===== src/rtl/fskx_pkg.sv =====
// ----------------------------------------------------------------------------
// fskx_pkg: shared types and constants of the FASTQ k-mer extractor
// Record phase codes, register map, window packing sizes, sequencer states.
// ----------------------------------------------------------------------------
package fskx_pkg;

  // FASTQ text
  localparam logic [7:0] LINE_END     = 8'd10;
  localparam logic [1:0] SEQ_PHASE    = 2'd3;
  localparam logic [1:0] PHASE_RESET  = 2'd2;

  // Window packing: 32 characters of 8 bits, 8 characters per output word
  localparam int CHAR_W    = 8;
  localparam int MAX_KMER  = 32;
  localparam int WIN_W     = MAX_KMER * CHAR_W;
  localparam int WORD_W    = 64;
  localparam int NUM_WORDS = WIN_W / WORD_W;
  localparam int START_OUT_W = 7;

  // Windows emitted per read at most
  localparam int MAX_RESULTS = 50;
  localparam int NWIN_W      = 6;

  // Stride register
  localparam int          STRIDE_W     = 5;
  localparam int          MAX_STRIDE   = 31;
  localparam logic [4:0]  STRIDE_RESET = 5'd31;
  localparam logic [4:0]  MIN_STRIDE   = 5'd2;

  // Configuration port: register i at byte address 4*i
  localparam int         CFG_ADDR_W     = 3;
  localparam int         CFG_DATA_W     = 32;
  localparam logic [0:0] CFG_IDX_STRIDE = 1'b0;

  typedef enum logic [3:0] {
    ST_IDLE   = 4'b0001,
    ST_PLAN   = 4'b0010,
    ST_GATHER = 4'b0100,
    ST_EMIT   = 4'b1000
  } fskx_state_t;

endpackage


===== src/rtl/fskx_in_if.sv =====
// ----------------------------------------------------------------------------
// fskx_in_if: text byte channel
// One FASTQ text byte per beat, valid/ready handshake.
// ----------------------------------------------------------------------------
interface fskx_in_if;
  logic       valid;
  logic       ready;
  logic [7:0] text_byte;

  modport source (output valid, output text_byte, input ready);
  modport sink   (input valid, input text_byte, output ready);
endinterface


===== src/rtl/fskx_out_if.sv =====
// ----------------------------------------------------------------------------
// fskx_out_if: k-mer window channel
// One packed window per beat, with start position and read flags.
// ----------------------------------------------------------------------------
interface fskx_out_if;
  import fskx_pkg::*;

  logic                   valid;
  logic                   ready;
  logic [WORD_W-1:0]      kmer_word_0;
  logic [WORD_W-1:0]      kmer_word_1;
  logic [WORD_W-1:0]      kmer_word_2;
  logic [WORD_W-1:0]      kmer_word_3;
  logic [START_OUT_W-1:0] window_start;
  logic                   last_of_read;
  logic                   read_truncated;

  modport source (output valid, output kmer_word_0, output kmer_word_1,
                  output kmer_word_2, output kmer_word_3, output window_start,
                  output last_of_read, output read_truncated, input ready);
  modport sink   (input valid, input kmer_word_0, input kmer_word_1,
                  input kmer_word_2, input kmer_word_3, input window_start,
                  input last_of_read, input read_truncated, output ready);
endinterface


===== src/rtl/fastq_strided_kmer_extractor_top.sv =====
// ----------------------------------------------------------------------------
// fastq_strided_kmer_extractor_top: strided k-mer windows from FASTQ text
// Buffers each sequence line and, at its line end, sends strided windows
// plus one tail window, packed eight characters per word.
// ----------------------------------------------------------------------------
// Throughput: bytes that do not end a sequence line stream back to back. A
//   sequence line end of a long enough read runs, per emitted window, plan,
//   KMER_LEN reads through the single read port of the read buffer and its
//   registered data, then a load of the output that waits on a stalled sink.
//   No byte is taken until the last window of the read is loaded.
// Reset: synchronous, active low; record phase expects a header line, read
//   length, overflow flag and output valid clear, stride returns to 31.
// ----------------------------------------------------------------------------
module fastq_strided_kmer_extractor_top #(
  parameter int MAX_READ = 128,
  parameter int KMER_LEN = 31
) (
  input  logic                            clk,
  input  logic                            rst_n,
  fskx_in_if.sink                         in_chan,
  fskx_out_if.source                      out_chan,
  input  logic                            cfg_psel,
  input  logic                            cfg_penable,
  input  logic                            cfg_pwrite,
  input  logic [fskx_pkg::CFG_ADDR_W-1:0] cfg_paddr,
  input  logic [fskx_pkg::CFG_DATA_W-1:0] cfg_pwdata,
  output logic [fskx_pkg::CFG_DATA_W-1:0] cfg_prdata,
  output logic                            cfg_pready
);
  import fskx_pkg::*;

  // Buffer index, length (holds MAX_READ itself), window start arithmetic
  // (a strided start may overshoot the read by up to one stride).
  localparam int ADDR_W  = $clog2(MAX_READ);
  localparam int LEN_W   = $clog2(MAX_READ + 1);
  localparam int START_W = $clog2(MAX_READ + MAX_STRIDE + 1);
  localparam int CNT_W   = $clog2(KMER_LEN + 1);
  // Characters shift in at the top; align character 0 to the low byte.
  localparam int ALIGN_SHIFT = CHAR_W * (MAX_KMER - KMER_LEN);

  fskx_state_t state_r, state_nxt;

  // Record tracking
  logic [1:0]         phase_r;
  logic [LEN_W-1:0]   len_r;
  logic               ovf_r;
  logic [STRIDE_W-1:0] stride_r;

  // Read buffer
  logic [CHAR_W-1:0]  mem [MAX_READ];
  logic [CHAR_W-1:0]  rd_data_r;

  // Window sequencer
  logic [START_W-1:0] start_r;
  logic [START_W-1:0] next_start_r;
  logic [START_W-1:0] lmk_r;      // read length minus KMER_LEN: tail start
  logic               is_tail_r;
  logic               next_tail_r;
  logic               last_r;
  logic [NWIN_W-1:0]  nwin_r;
  logic [CNT_W-1:0]   cnt_r;
  logic               rd_vld_r;
  logic [WIN_W-1:0]   win_r;
  logic [WIN_W-1:0]   win_aligned;

  // Output register
  logic                   out_valid_r;
  logic [WORD_W-1:0]      out_word_r [NUM_WORDS];
  logic [START_OUT_W-1:0] out_start_r;
  logic                   out_last_r;
  logic                   out_trunc_r;

  // Shared adder: start + stride while planning, start + offset while reading
  logic [STRIDE_W-1:0] stride_eff;
  logic [START_W-1:0]  add_b;
  logic [START_W-1:0]  sum;

  logic in_fire;
  logic is_nl;
  logic in_seq;
  logic out_free;
  logic out_load;
  logic cfg_wr;
  logic len_ge_k;
  logic buf_room;

  assign in_chan.ready = (state_r == ST_IDLE);
  assign in_fire  = in_chan.valid & in_chan.ready;
  assign is_nl    = (in_chan.text_byte == LINE_END);
  assign in_seq   = (phase_r == SEQ_PHASE);
  assign out_free = ~out_valid_r | out_chan.ready;
  assign out_load = (state_r == ST_EMIT) & out_free;
  assign len_ge_k = (len_r >= LEN_W'(KMER_LEN));
  assign buf_room = (len_r < LEN_W'(MAX_READ));

  // Stride below the minimum acts as the minimum
  assign stride_eff = (stride_r < MIN_STRIDE) ? MIN_STRIDE : stride_r;
  assign add_b = (state_r == ST_PLAN) ? START_W'(stride_eff) : START_W'(cnt_r);
  assign sum   = start_r + add_b;

  assign win_aligned = win_r >> ALIGN_SHIFT;

  // Configuration port: byte address bit 2 selects the register
  assign cfg_pready = 1'b1;
  assign cfg_wr = cfg_psel & cfg_penable & cfg_pwrite &
                  (cfg_paddr[CFG_ADDR_W-1] == CFG_IDX_STRIDE);
  assign cfg_prdata = (cfg_paddr[CFG_ADDR_W-1] == CFG_IDX_STRIDE) ?
                      CFG_DATA_W'(stride_r) : '0;

  // Result channel
  assign out_chan.valid          = out_valid_r;
  assign out_chan.kmer_word_0    = out_word_r[0];
  assign out_chan.kmer_word_1    = out_word_r[1];
  assign out_chan.kmer_word_2    = out_word_r[2];
  assign out_chan.kmer_word_3    = out_word_r[3];
  assign out_chan.window_start   = out_start_r;
  assign out_chan.last_of_read   = out_last_r;
  assign out_chan.read_truncated = out_trunc_r;

  // Read buffer: write sequence bytes at the fill position, read one
  // character per cycle at the address from the shared adder.
  always_ff @(posedge clk) begin
    if (in_fire && !is_nl && in_seq && buf_room) begin
      mem[len_r[ADDR_W-1:0]] <= in_chan.text_byte;
    end
    rd_data_r <= mem[sum[ADDR_W-1:0]];
  end

  // Sequencer: idle takes bytes; a sequence line end of a long enough read
  // loops plan -> gather -> emit once per window.
  always_comb begin
    state_nxt = state_r;
    unique case (state_r)
      ST_IDLE: begin
        if (in_fire && is_nl && in_seq && len_ge_k) state_nxt = ST_PLAN;
      end
      ST_PLAN: begin
        state_nxt = ST_GATHER;
      end
      ST_GATHER: begin
        if (cnt_r == CNT_W'(KMER_LEN) && rd_vld_r) state_nxt = ST_EMIT;
      end
      ST_EMIT: begin
        if (out_free) state_nxt = last_r ? ST_IDLE : ST_PLAN;
      end
      default: state_nxt = ST_IDLE;
    endcase
  end

  always_ff @(posedge clk) begin
    if (!rst_n) begin
      state_r     <= ST_IDLE;
      phase_r     <= PHASE_RESET;
      len_r       <= '0;
      ovf_r       <= 1'b0;
      stride_r    <= STRIDE_RESET;
      out_valid_r <= 1'b0;
      rd_vld_r    <= 1'b0;
    end else begin
      state_r <= state_nxt;

      if (cfg_wr) begin
        stride_r <= cfg_pwdata[STRIDE_W-1:0];
      end

      // Raise valid on a load, drop it once the beat is taken
      if (out_load) begin
        out_valid_r <= 1'b1;
      end else if (out_chan.ready) begin
        out_valid_r <= 1'b0;
      end

      unique case (state_r)
        ST_IDLE: begin
          if (in_fire) begin
            if (is_nl) begin
              if (in_seq) begin
                phase_r <= 2'd0;
                if (len_ge_k) begin
                  // Hold length and overflow until the last window leaves
                  start_r   <= '0;
                  is_tail_r <= 1'b0;
                  nwin_r    <= '0;
                  lmk_r     <= START_W'(len_r) - START_W'(KMER_LEN);
                end else begin
                  len_r <= '0;
                  ovf_r <= 1'b0;
                end
              end else begin
                phase_r <= phase_r + 2'd1;
              end
            end else if (in_seq) begin
              if (buf_room) begin
                len_r <= len_r + LEN_W'(1);
              end else begin
                ovf_r <= 1'b1;
              end
            end
          end
        end

        ST_PLAN: begin
          // Decide what follows this window so the last flag goes out with it:
          // another strided window if it fits, else a tail if the next start
          // still lies in the read, else nothing; at most MAX_RESULTS windows.
          next_start_r <= sum;
          next_tail_r  <= !(sum <= lmk_r);
          last_r       <= is_tail_r ||
                          (nwin_r >= NWIN_W'(MAX_RESULTS - 1)) ||
                          !(sum < START_W'(len_r));
          cnt_r        <= '0;
          rd_vld_r     <= 1'b0;
        end

        ST_GATHER: begin
          // Issue one read per cycle, shift its registered data in on the next cycle
          if (cnt_r < CNT_W'(KMER_LEN)) begin
            cnt_r    <= cnt_r + CNT_W'(1);
            rd_vld_r <= 1'b1;
          end else begin
            rd_vld_r <= 1'b0;
          end
          if (rd_vld_r) begin
            win_r <= {rd_data_r, win_r[WIN_W-1:CHAR_W]};
          end
        end

        ST_EMIT: begin
          if (out_free) begin
            for (int j = 0; j < NUM_WORDS; j++) begin
              out_word_r[j] <= win_aligned[j*WORD_W +: WORD_W];
            end
            out_start_r <= start_r[START_OUT_W-1:0];
            out_last_r  <= last_r;
            out_trunc_r <= ovf_r;
            if (last_r) begin
              len_r <= '0;
              ovf_r <= 1'b0;
            end else begin
              start_r   <= next_tail_r ? lmk_r : next_start_r;
              is_tail_r <= next_tail_r;
              nwin_r    <= nwin_r + NWIN_W'(1);
            end
          end
        end

        default: ;
      endcase
    end
  end

endmodule


===== src/flat_wrapper.sv =====
// flat-port wrapper written by rule: the top's interface ports become plain ports
module fastq_strided_kmer_extractor_top_flat import fskx_pkg::*;
#(
  parameter int MAX_READ = 128,
  parameter int KMER_LEN = 31
)
  (clk, rst_n, cfg_psel, cfg_penable, cfg_pwrite, cfg_paddr, cfg_pwdata, cfg_prdata, cfg_pready, in_chan_valid, in_chan_text_byte, in_chan_ready, out_chan_valid, out_chan_kmer_word_0, out_chan_kmer_word_1, out_chan_kmer_word_2, out_chan_kmer_word_3, out_chan_window_start, out_chan_last_of_read, out_chan_read_truncated, out_chan_ready);
  fskx_in_if in_chan_i ();
  fskx_out_if out_chan_i ();
  input  logic clk;
  input  logic rst_n;
  input  logic cfg_psel;
  input  logic cfg_penable;
  input  logic cfg_pwrite;
  input  logic [fskx_pkg::CFG_ADDR_W-1:0] cfg_paddr;
  input  logic [fskx_pkg::CFG_DATA_W-1:0] cfg_pwdata;
  output logic [fskx_pkg::CFG_DATA_W-1:0] cfg_prdata;
  output logic cfg_pready;
  input wire logic [$bits(in_chan_i.valid)-1:0] in_chan_valid;
  input wire logic [$bits(in_chan_i.text_byte)-1:0] in_chan_text_byte;
  output wire logic [$bits(in_chan_i.ready)-1:0] in_chan_ready;
  output wire logic [$bits(out_chan_i.valid)-1:0] out_chan_valid;
  output wire logic [$bits(out_chan_i.kmer_word_0)-1:0] out_chan_kmer_word_0;
  output wire logic [$bits(out_chan_i.kmer_word_1)-1:0] out_chan_kmer_word_1;
  output wire logic [$bits(out_chan_i.kmer_word_2)-1:0] out_chan_kmer_word_2;
  output wire logic [$bits(out_chan_i.kmer_word_3)-1:0] out_chan_kmer_word_3;
  output wire logic [$bits(out_chan_i.window_start)-1:0] out_chan_window_start;
  output wire logic [$bits(out_chan_i.last_of_read)-1:0] out_chan_last_of_read;
  output wire logic [$bits(out_chan_i.read_truncated)-1:0] out_chan_read_truncated;
  input wire logic [$bits(out_chan_i.ready)-1:0] out_chan_ready;
  assign in_chan_i.valid = in_chan_valid;
  assign in_chan_i.text_byte = in_chan_text_byte;
  assign in_chan_ready = in_chan_i.ready;
  assign out_chan_valid = out_chan_i.valid;
  assign out_chan_kmer_word_0 = out_chan_i.kmer_word_0;
  assign out_chan_kmer_word_1 = out_chan_i.kmer_word_1;
  assign out_chan_kmer_word_2 = out_chan_i.kmer_word_2;
  assign out_chan_kmer_word_3 = out_chan_i.kmer_word_3;
  assign out_chan_window_start = out_chan_i.window_start;
  assign out_chan_last_of_read = out_chan_i.last_of_read;
  assign out_chan_read_truncated = out_chan_i.read_truncated;
  assign out_chan_i.ready = out_chan_ready;
  fastq_strided_kmer_extractor_top #(.MAX_READ(MAX_READ), .KMER_LEN(KMER_LEN)) u_core (.clk(clk), .rst_n(rst_n), .in_chan(in_chan_i), .out_chan(out_chan_i), .cfg_psel(cfg_psel), .cfg_penable(cfg_penable), .cfg_pwrite(cfg_pwrite), .cfg_paddr(cfg_paddr), .cfg_pwdata(cfg_pwdata), .cfg_prdata(cfg_prdata), .cfg_pready(cfg_pready));
endmodule

===== config.mk =====
export PLATFORM = sky130hd
export DESIGN_NAME = fastq_strided_kmer_extractor_top_flat
export DESIGN_NICKNAME = d
export VERILOG_FILES = /design/src/rtl/fskx_pkg.sv /design/src/rtl/fskx_in_if.sv /design/src/rtl/fskx_out_if.sv /design/src/rtl/fastq_strided_kmer_extractor_top.sv /design/src/flat_wrapper.sv
export SDC_FILE = /design/constraint.sdc
export NUM_CORES = 1
export LEC_CHECK = 0
export ABC_CLOCK_PERIOD_IN_PS = 13750
export BUFFER_PORTS_ARGS = -buffer_cell sky130_fd_sc_hd__buf_4
export CAP_MARGIN = 5
export CORE_ASPECT_RATIO = 1.75
export CORE_MARGIN = 2
export CORE_UTILIZATION = 25
export CTS_CLUSTER_SIZE = 25
export DETAILED_ROUTE_END_ITERATION = 8
export PLACE_DENSITY_LB_ADDON = 0.1
export SLEW_MARGIN = 20
export SYNTH_ARGS = -nofsm -noshare
export SYNTH_HDL_FRONTEND = slang
export SYNTH_SLANG_ARGS = --single-unit

===== constraint.sdc =====
create_clock -name clk -period 13.75 [get_ports clk]
set_input_delay 0.6875 -clock clk [delete_from_list [all_inputs] [get_ports clk]]
set_output_delay 0.6875 -clock clk [all_outputs]
set_load 0.1 [all_outputs]

==> results.md, run 1 <==
- Post-route cell area: 0.06967 mm²
- Placer congestion estimate: 0.7711
- Vias in the first global route: between 20000 and 30000
- Share of cells above drive strength 1: a little over a quarter
- Pre-Repair DR Iteration Count: 5
- CTS Hold Bufs: 0
- Clock-pin slew on the worst setup and hold paths: approximately 60 ps
- Ports: 350
- Chip Width: 370.8 µm
- Period minus WS final: 6149 ps
- Post-synth EDFFs: around 1600
- PortBufs: 284
- FP Rows: between 200 and 250
- Fin util: between 20 and 30%
- R2r startpoint: u_core.state_r[0]
- Slew Viols, Final: 0
- Flops & latches, synth: roughly 1600
- Vert. Die Dim: 645.9 µm
- Max clock buf depth: 4
- Period Utilization, post-route: roughly 45%
- Critical path arrival: 6760 ps
- Worst Hold Class: primary input to register
- Hold Violations, Final: 0
- CTS tree: yes
- Skew final: 38.50 ps
- VDD IR max: approximately 0.075 mV
- Status: finished, final reports clean
- Pwr dens: roughly 150 mW/mm²
- Post-CTS Setup Bufs: 0
- Worst setup EP type: register
- Antenna violations before repair: 2
- Routed WL per cell: around 25 µm
- # H-tree levels: 4
- Post-route ant nets: 0
- DPL Wire Length: 104700 µm
- Vias per cell: ~4.3
- Post-CTS sizing: 0
- Post-synthesis async set-or-reset flop share: 0%
- F_max: approximately 0.16 GHz
- R2R Setup Slk: approximately 7600 ps
- Synth top area share: 79.94%
- Leak: 22.05 nW
- Core footprint: 0.2340 mm²
- R2r worst-path depth: 13
- Clock Sinks: approximately 1600
- Startpoint Class: register
- Hold slack final: around 110 ps
- Top area cells in the synthesized netlist: edfxtp_1 (80%), mux4_2 (11%), nor2_1 (1.1%), nand2_1 (1.1%), dfxtp_1 (1.0%)
- Via count: between 20000 and 30000
- Crit path capture: u_core.rd_data_r[0]
- Slew headroom: under 10%
- Most used DFF post-synth: edfxtp_1
- CP Max Fanout: 95
- Crit path launch: u_core.state_r[0]
- Pwr Total: about 10 mW
- Worst hold path startpoint: cfg_pwdata[0]
- Largest area contributor in the netlist: edfxtp_1
- Most frequent cell after synthesis: edfxtp_1
- DRT iter0 DRCs: roughly 2000
- Least-Margin Pin Slew: between 1000 and 1500 ps
- Drt drc: 0
- Mapped Area: approximately 0.06 mm²
- Gr ovfl total: 0
- Num CTS Buffers: 160
- Synthesized area per cell: between 20 and 25 µm²
- Register area share after synthesis: 80.96%
- Cell Area, Placed: ~0.065 mm²
- Worst path required time: 14360 ps
- First-pass GRT wire length: approximately 230000 µm
- Total GRT Usage: roughly an eighth
- Root buffer cell: clkbuf_16
- Setup TNS Final: 0 ps
- Number of max-cap violations: 0
- Final setup vio count: 0
- Total routed wirelength: approximately 160000 µm
- R2r endpoint: u_core.rd_data_r[0]
- Final #Nets: ~3200
- Pin count of the biggest net entering global routing: ~160
- Initial Util: around 25%
- Die area: between 0.2 and 0.25 mm²
- Clk_lat worst skew: 800 ps
- RSZ-0062 raised after global routing: no
- Synth cell types: about 70
- Yosys warning count: 0
- Post-synth top cells: edfxtp_1 (1567), mux4_2 (278), nor2_1 (178)
- Syn Inst Count: roughly 2700
- Layout Area Growth over Synthesis: 18.35%
- Worst Path Class, Setup: register to register
==> cells by family (layout without fill, tap and decap cells) <==
kind of cell    count (synthesis)  count (layout)  share of synthesized area (%)
buf+inv                       174             637                          1.605
other cells                     2              41                        0.01276
compound gates                120             120                          1.494
fa+ha+maj                      29              29                         0.6292
flops                        1597            1597                          80.96
simple gates                  480             480                          3.588
mux                           324             324                          11.42
xor+xnor                       19              19                         0.2954
==> worst max-delay path, stage by stage (launching register included) <==
cell,delay [ps]
dfxtp_1,400
nor2_1,220
nand3b_1,280
a22o_1,360
ha_4,630
buf_12,680
buf_4,850
clkinv_1,160
buf_4,310
nand2_1,130
a21oi_1,130
o211a_1,340
a41oi_1,1000
o2111ai_1,250
==> power by group <==
part | leakage [nW] | switching (mW) | internal (mW)
combinational | 5.28 | 0.318 | 0.150
clock | 2.43 | 1.84 | 2.46
sequential | 14.3 | 0.0149 | 5.33
==> how the worst min path moves through the flow <==
stage	endpoint	slack, ps	depth (start not counted)
floorplan	u_core.win_r[248]	390	0
global placement	u_core.out_word_r[0][5]	400	0
detailed placement	u_core.out_word_r[0][1]	410	0
CTS	u_core.stride_r[1]	50	3
global route	u_core.stride_r[0]	80	3
finish	u_core.stride_r[0]	110	3
==> registers in the layout (all words and copies together) (netlist names) <==
signal                          cells
u_core.next_start_r                 8
u_core.rd_data_r                    8
u_core.state_r                      4
u_core.start_r                      8
u_core.len_r                        8
u_core.next_tail_r                  1
u_core.out_chan.window_start        7
u_core.out_word_r                 248
u_core.rd_vld_r                     1
u_core.nwin_r                       6
u_core.ovf_r                        1
u_core.lmk_r                        8
u_core.win_r                      248
u_core.out_chan.last_of_read        1
u_core.is_tail_r                    1
u_core.stride_r                     5
u_core.phase_r                      2
u_core.cnt_r                        5
u_core.mem                       1024
u_core.out_chan.read_truncated      1
u_core.last_r                       1
u_core.out_chan.valid               1
==> layer usage <==
layer	wire length, µm	GRT usage, %	part of all wire (%)
met5	0	0	0
met4	6808	5.474	4.2
met2	87050	24.77	54
met3	8606	2.460	5.4
met1	57970	14.31	36
==> through the flow <==
| step | cells | setup slack [ps] |
|---|---|---|
| after global routing | 6324 | 7300 |
| final | 6328 | 7601 |
| after floorplan | 2779 | 6385 |
| after CTS | 6322 | 7446 |
| after detailed placement | 6051 | 7446 |
| after global placement | 6051 | 7564 |
==> cell type report <==
class / count / area [µm²]
diodes: 5 / 12.51
clock buffers: 193 / 4180
clock inverters: 78 / 797.0
fillers: 22883 / 164400
inverters: 28 / 118.9
multi-input cells: 1008 / 10460
flip-flops and latches: 1597 / 47660
well taps: 3081 / 3855
repair buffers: 338 / 2595
==> cell usage in the layout, fill, tap and decap left out, types with 5 or more instances in the layout <==
master	count
clkbuf_1	30
mux4_2	278
clkinv_2	24
clkinv_1	30
ha_1	27
xnor2_1	11
xor2_1	7
o211a_1	7
a32oi_1	17
nand3_1	60
buf_4	334
diode_2	5
a21o_1	5
a21oi_1	34
nand2_1	171
mux2i_1	45
nor2b_1	10
nor2_1	177
conb_1	36
o2111ai_1	8
a41oi_1	7
inv_1	24
nand4_1	10
edfxtp_1	1567
dfxtp_1	30
bufinv_16	16
and2_1	7
o21ai_0	12
clkbuf_16	162
a21boi_0	5
No activity file was read; power rests on OpenSTA's default activity.
==> run 2, diff against run 1 <==
- ABC_CLOCK_PERIOD_IN_PS: 13750 -> 6400
- clock period: 13.75 -> 6.4 ns (I/O delays scaled with it)
==> run 2 against run 1 <==
Net effect: maximum frequency up 24%; via count rose by 0.36%; critical endpoint is now u_core.rd_data_r[4]; worst hold slack gained 4.9 ps; critical path depth is 1 lower; die area stayed put; clock power increased by 110%; register-to-register slack lost 6200 ps; sequential power is 120% higher; cell count rose by 0.58%; critical path type unchanged.
==> results.md, run 2 (same netlist as run 1, synthesis figures left out) <==
- Worst Hold Class: primary input to register
- Placer congestion estimate: approximately 0.76
- Period Utilization, post-route: about 78%
- VDD IR max: approximately 0.21 mV
- Hold path cells: 1
- Clock Sinks: 1597
- Critical-path top delay cell: fa_4
- Min-Delay Endpoint: u_core.mem[73][5]
- Max reg flops: 1024
- Routed WL per cell: roughly 26 µm
- Total routed wirelength: about 170000 µm
- # H-tree levels: 4
- Leak: about 22 nW
- Post-route cell area: between 0.07 and 0.08 mm²
- Commonest non-fill, non-tap cell in the layout: edfxtp_1
- CP Max Fanout: 41
- Hold Violations, Final: 0
- FP Rows: between 200 and 250
- Vias in the first global route: between 20000 and 30000
- DPL Wire Length: about 110000 µm
- Gr ovfl total: 0
- CTS tree: yes
- Share of cells above drive strength 1: a little over a quarter
- Worst hold path startpoint: in_chan_text_byte[5]
- Pin count of the biggest net entering global routing: around 120
- Fin util: roughly 30%
- Total GRT Usage: a little over an eighth
- Vias per cell: ~4.3
- Skew final: a little over 40 ps
- Worst slack, placed: approximately 1400 ps
- R2R Setup Slk: 1430 ps
- Number of max-cap violations: 0
- FF/Latch Area: approximately 0.048 mm²
- Critical Path, Cell by Cell: nor2_1 > nand3b_1 > a22o_1 > ha_4 > fa_4 > buf_12 > buf_4 > mux4_2 > nand2_1 > a32oi_1 > nand4_1 > o2111ai_1
- F_max: just over 0.2 GHz
- Clk_lat worst skew: just over 800 ps
- Area of the multi-input gates: about 0.010 mm²
- First-pass GRT wire length: between 200000 and 250000 µm
- Critical path arrival: 5690 ps
- Core footprint: around 0.23 mm²
- Crit path buf inv count: 2
- Die area: between 0.2 and 0.25 mm²
- Worst Path Class, Setup: register to register
- Via count: between 20000 and 30000
- Clock-pin slew on the worst setup and hold paths: roughly 60 ps
- Period minus WS final: 4970 ps
- Status: finished, final reports clean
- Initial Util: around a quarter
- Root buffer cell: clkbuf_16
- Drt drc: 0
- Top Family by Delay on Critical Path: adder cells
- Ports: 350
- Least-Margin Pin Slew: ~1000 ps
- PortBufs: around 280
- R2r endpoint: u_core.rd_data_r[4]
- Hold slack final: 114.9 ps
- Worst path required time: just over 7000 ps
- DRT iter0 DRCs: about 2000
- Antenna violations before repair: 6
- R2r startpoint: u_core.state_r[2]
- Final WS setup: 1430 ps
- Chip Width: 370.8 µm
- Cell Area, Placed: between 0.06 and 0.07 mm²
- Max clock buf depth: 4
- Num CTS Buffers: around 160
- Final #Nets: 3247
- Slew headroom: roughly 30%
- Slowest stage delay, CP: about 1100 ps
- Worst setup EP type: register
- Pre-Repair DR Iteration Count: 5
- Layout Area Growth over Synthesis: 18.98%
- RSZ-0062 raised after global routing: no
- Vert. Die Dim: 645.9 µm
- Pwr dens: just over 300 mW/mm²
- Pwr Total: about 22 mW
- Startpoint Class: register
- Post-CTS sizing: 0
- DP Cell Count: approximately 6000
- Setup TNS Final: 0 ps
- Slew Viols, Final: 0
- Number of fill cells: between 20000 and 25000
- Most frequent cells in the layout: edfxtp_1 (1567), buf_4 (347), mux4_2 (278)
- R2r worst-path depth: 12
- Final setup vio count: 0
- Crit path launch: u_core.state_r[2]
- Post-route ant nets: 0
- Final Non-Filler Cells: roughly 6400
[run 2: cell types whose count changed in the layout (fill, tap and decap cells not counted), sizes merged]
cell | before | now
diode | 5 | 3
inv | 28 | 27
clkinvlp | 4 | 8
buf | 338 | 357
clkinv | 58 | 63
dlygate4sd3 | 0 | 19
clkbuf | 193 | 187
bufinv | 16 | 15
[run 2: how the worst max path moves through the flow]
| stage | end | slack (ps) | cells after the start |
|---|---|---|---|
| global route | u_core.rd_data_r[0] | 1180 | 13 |
| finish | u_core.rd_data_r[4] | 1430 | 12 |
| floorplan | u_core.out_word_r[0][0] | 1920 | 3 |
| CTS | u_core.rd_data_r[0] | 1360 | 12 |
| detailed placement | u_core.rd_data_r[0] | 1370 | 12 |
| global placement | u_core.rd_data_r[6] | 1220 | 13 |
[run 2: repair_timing]
| action | CTS | global route |
|---|---|---|
| buffers inserted | 0 | 0 |
| endpoints found under the hold margin | 67 | 0 |
| hold buffers | 19 | 0 |
[run 2: report_power, final]
group	internal (mW)	switching [mW]	leakage, nW
combinational	0.313	0.668	5.50
sequential	11.4	0.0281	14.3
clock	5.21	3.92	2.41
[run 2: layer usage]
metal | GRT usage [%] | vias to the layer above | part of all wire [%]
met2 | 26.24 | 731 | 55
li1 | - | 11866 | -
met3 | 2.194 | 237 | 4.5
met5 | 0 | - | 0
met4 | 5.422 | 0 | 3.8
met1 | 14.72 | 14723 | 36
[run 2: layout make-up]
type	instances	area share, %
antenna	3	0.01072
clock buffer	187	5.906
clock inverter	85	1.149
inverter	28	0.1697
multi-input combinational	1008	14.94
sequential	1597	68.04
tap	3081	5.504
timing repair buffer	376	4.277
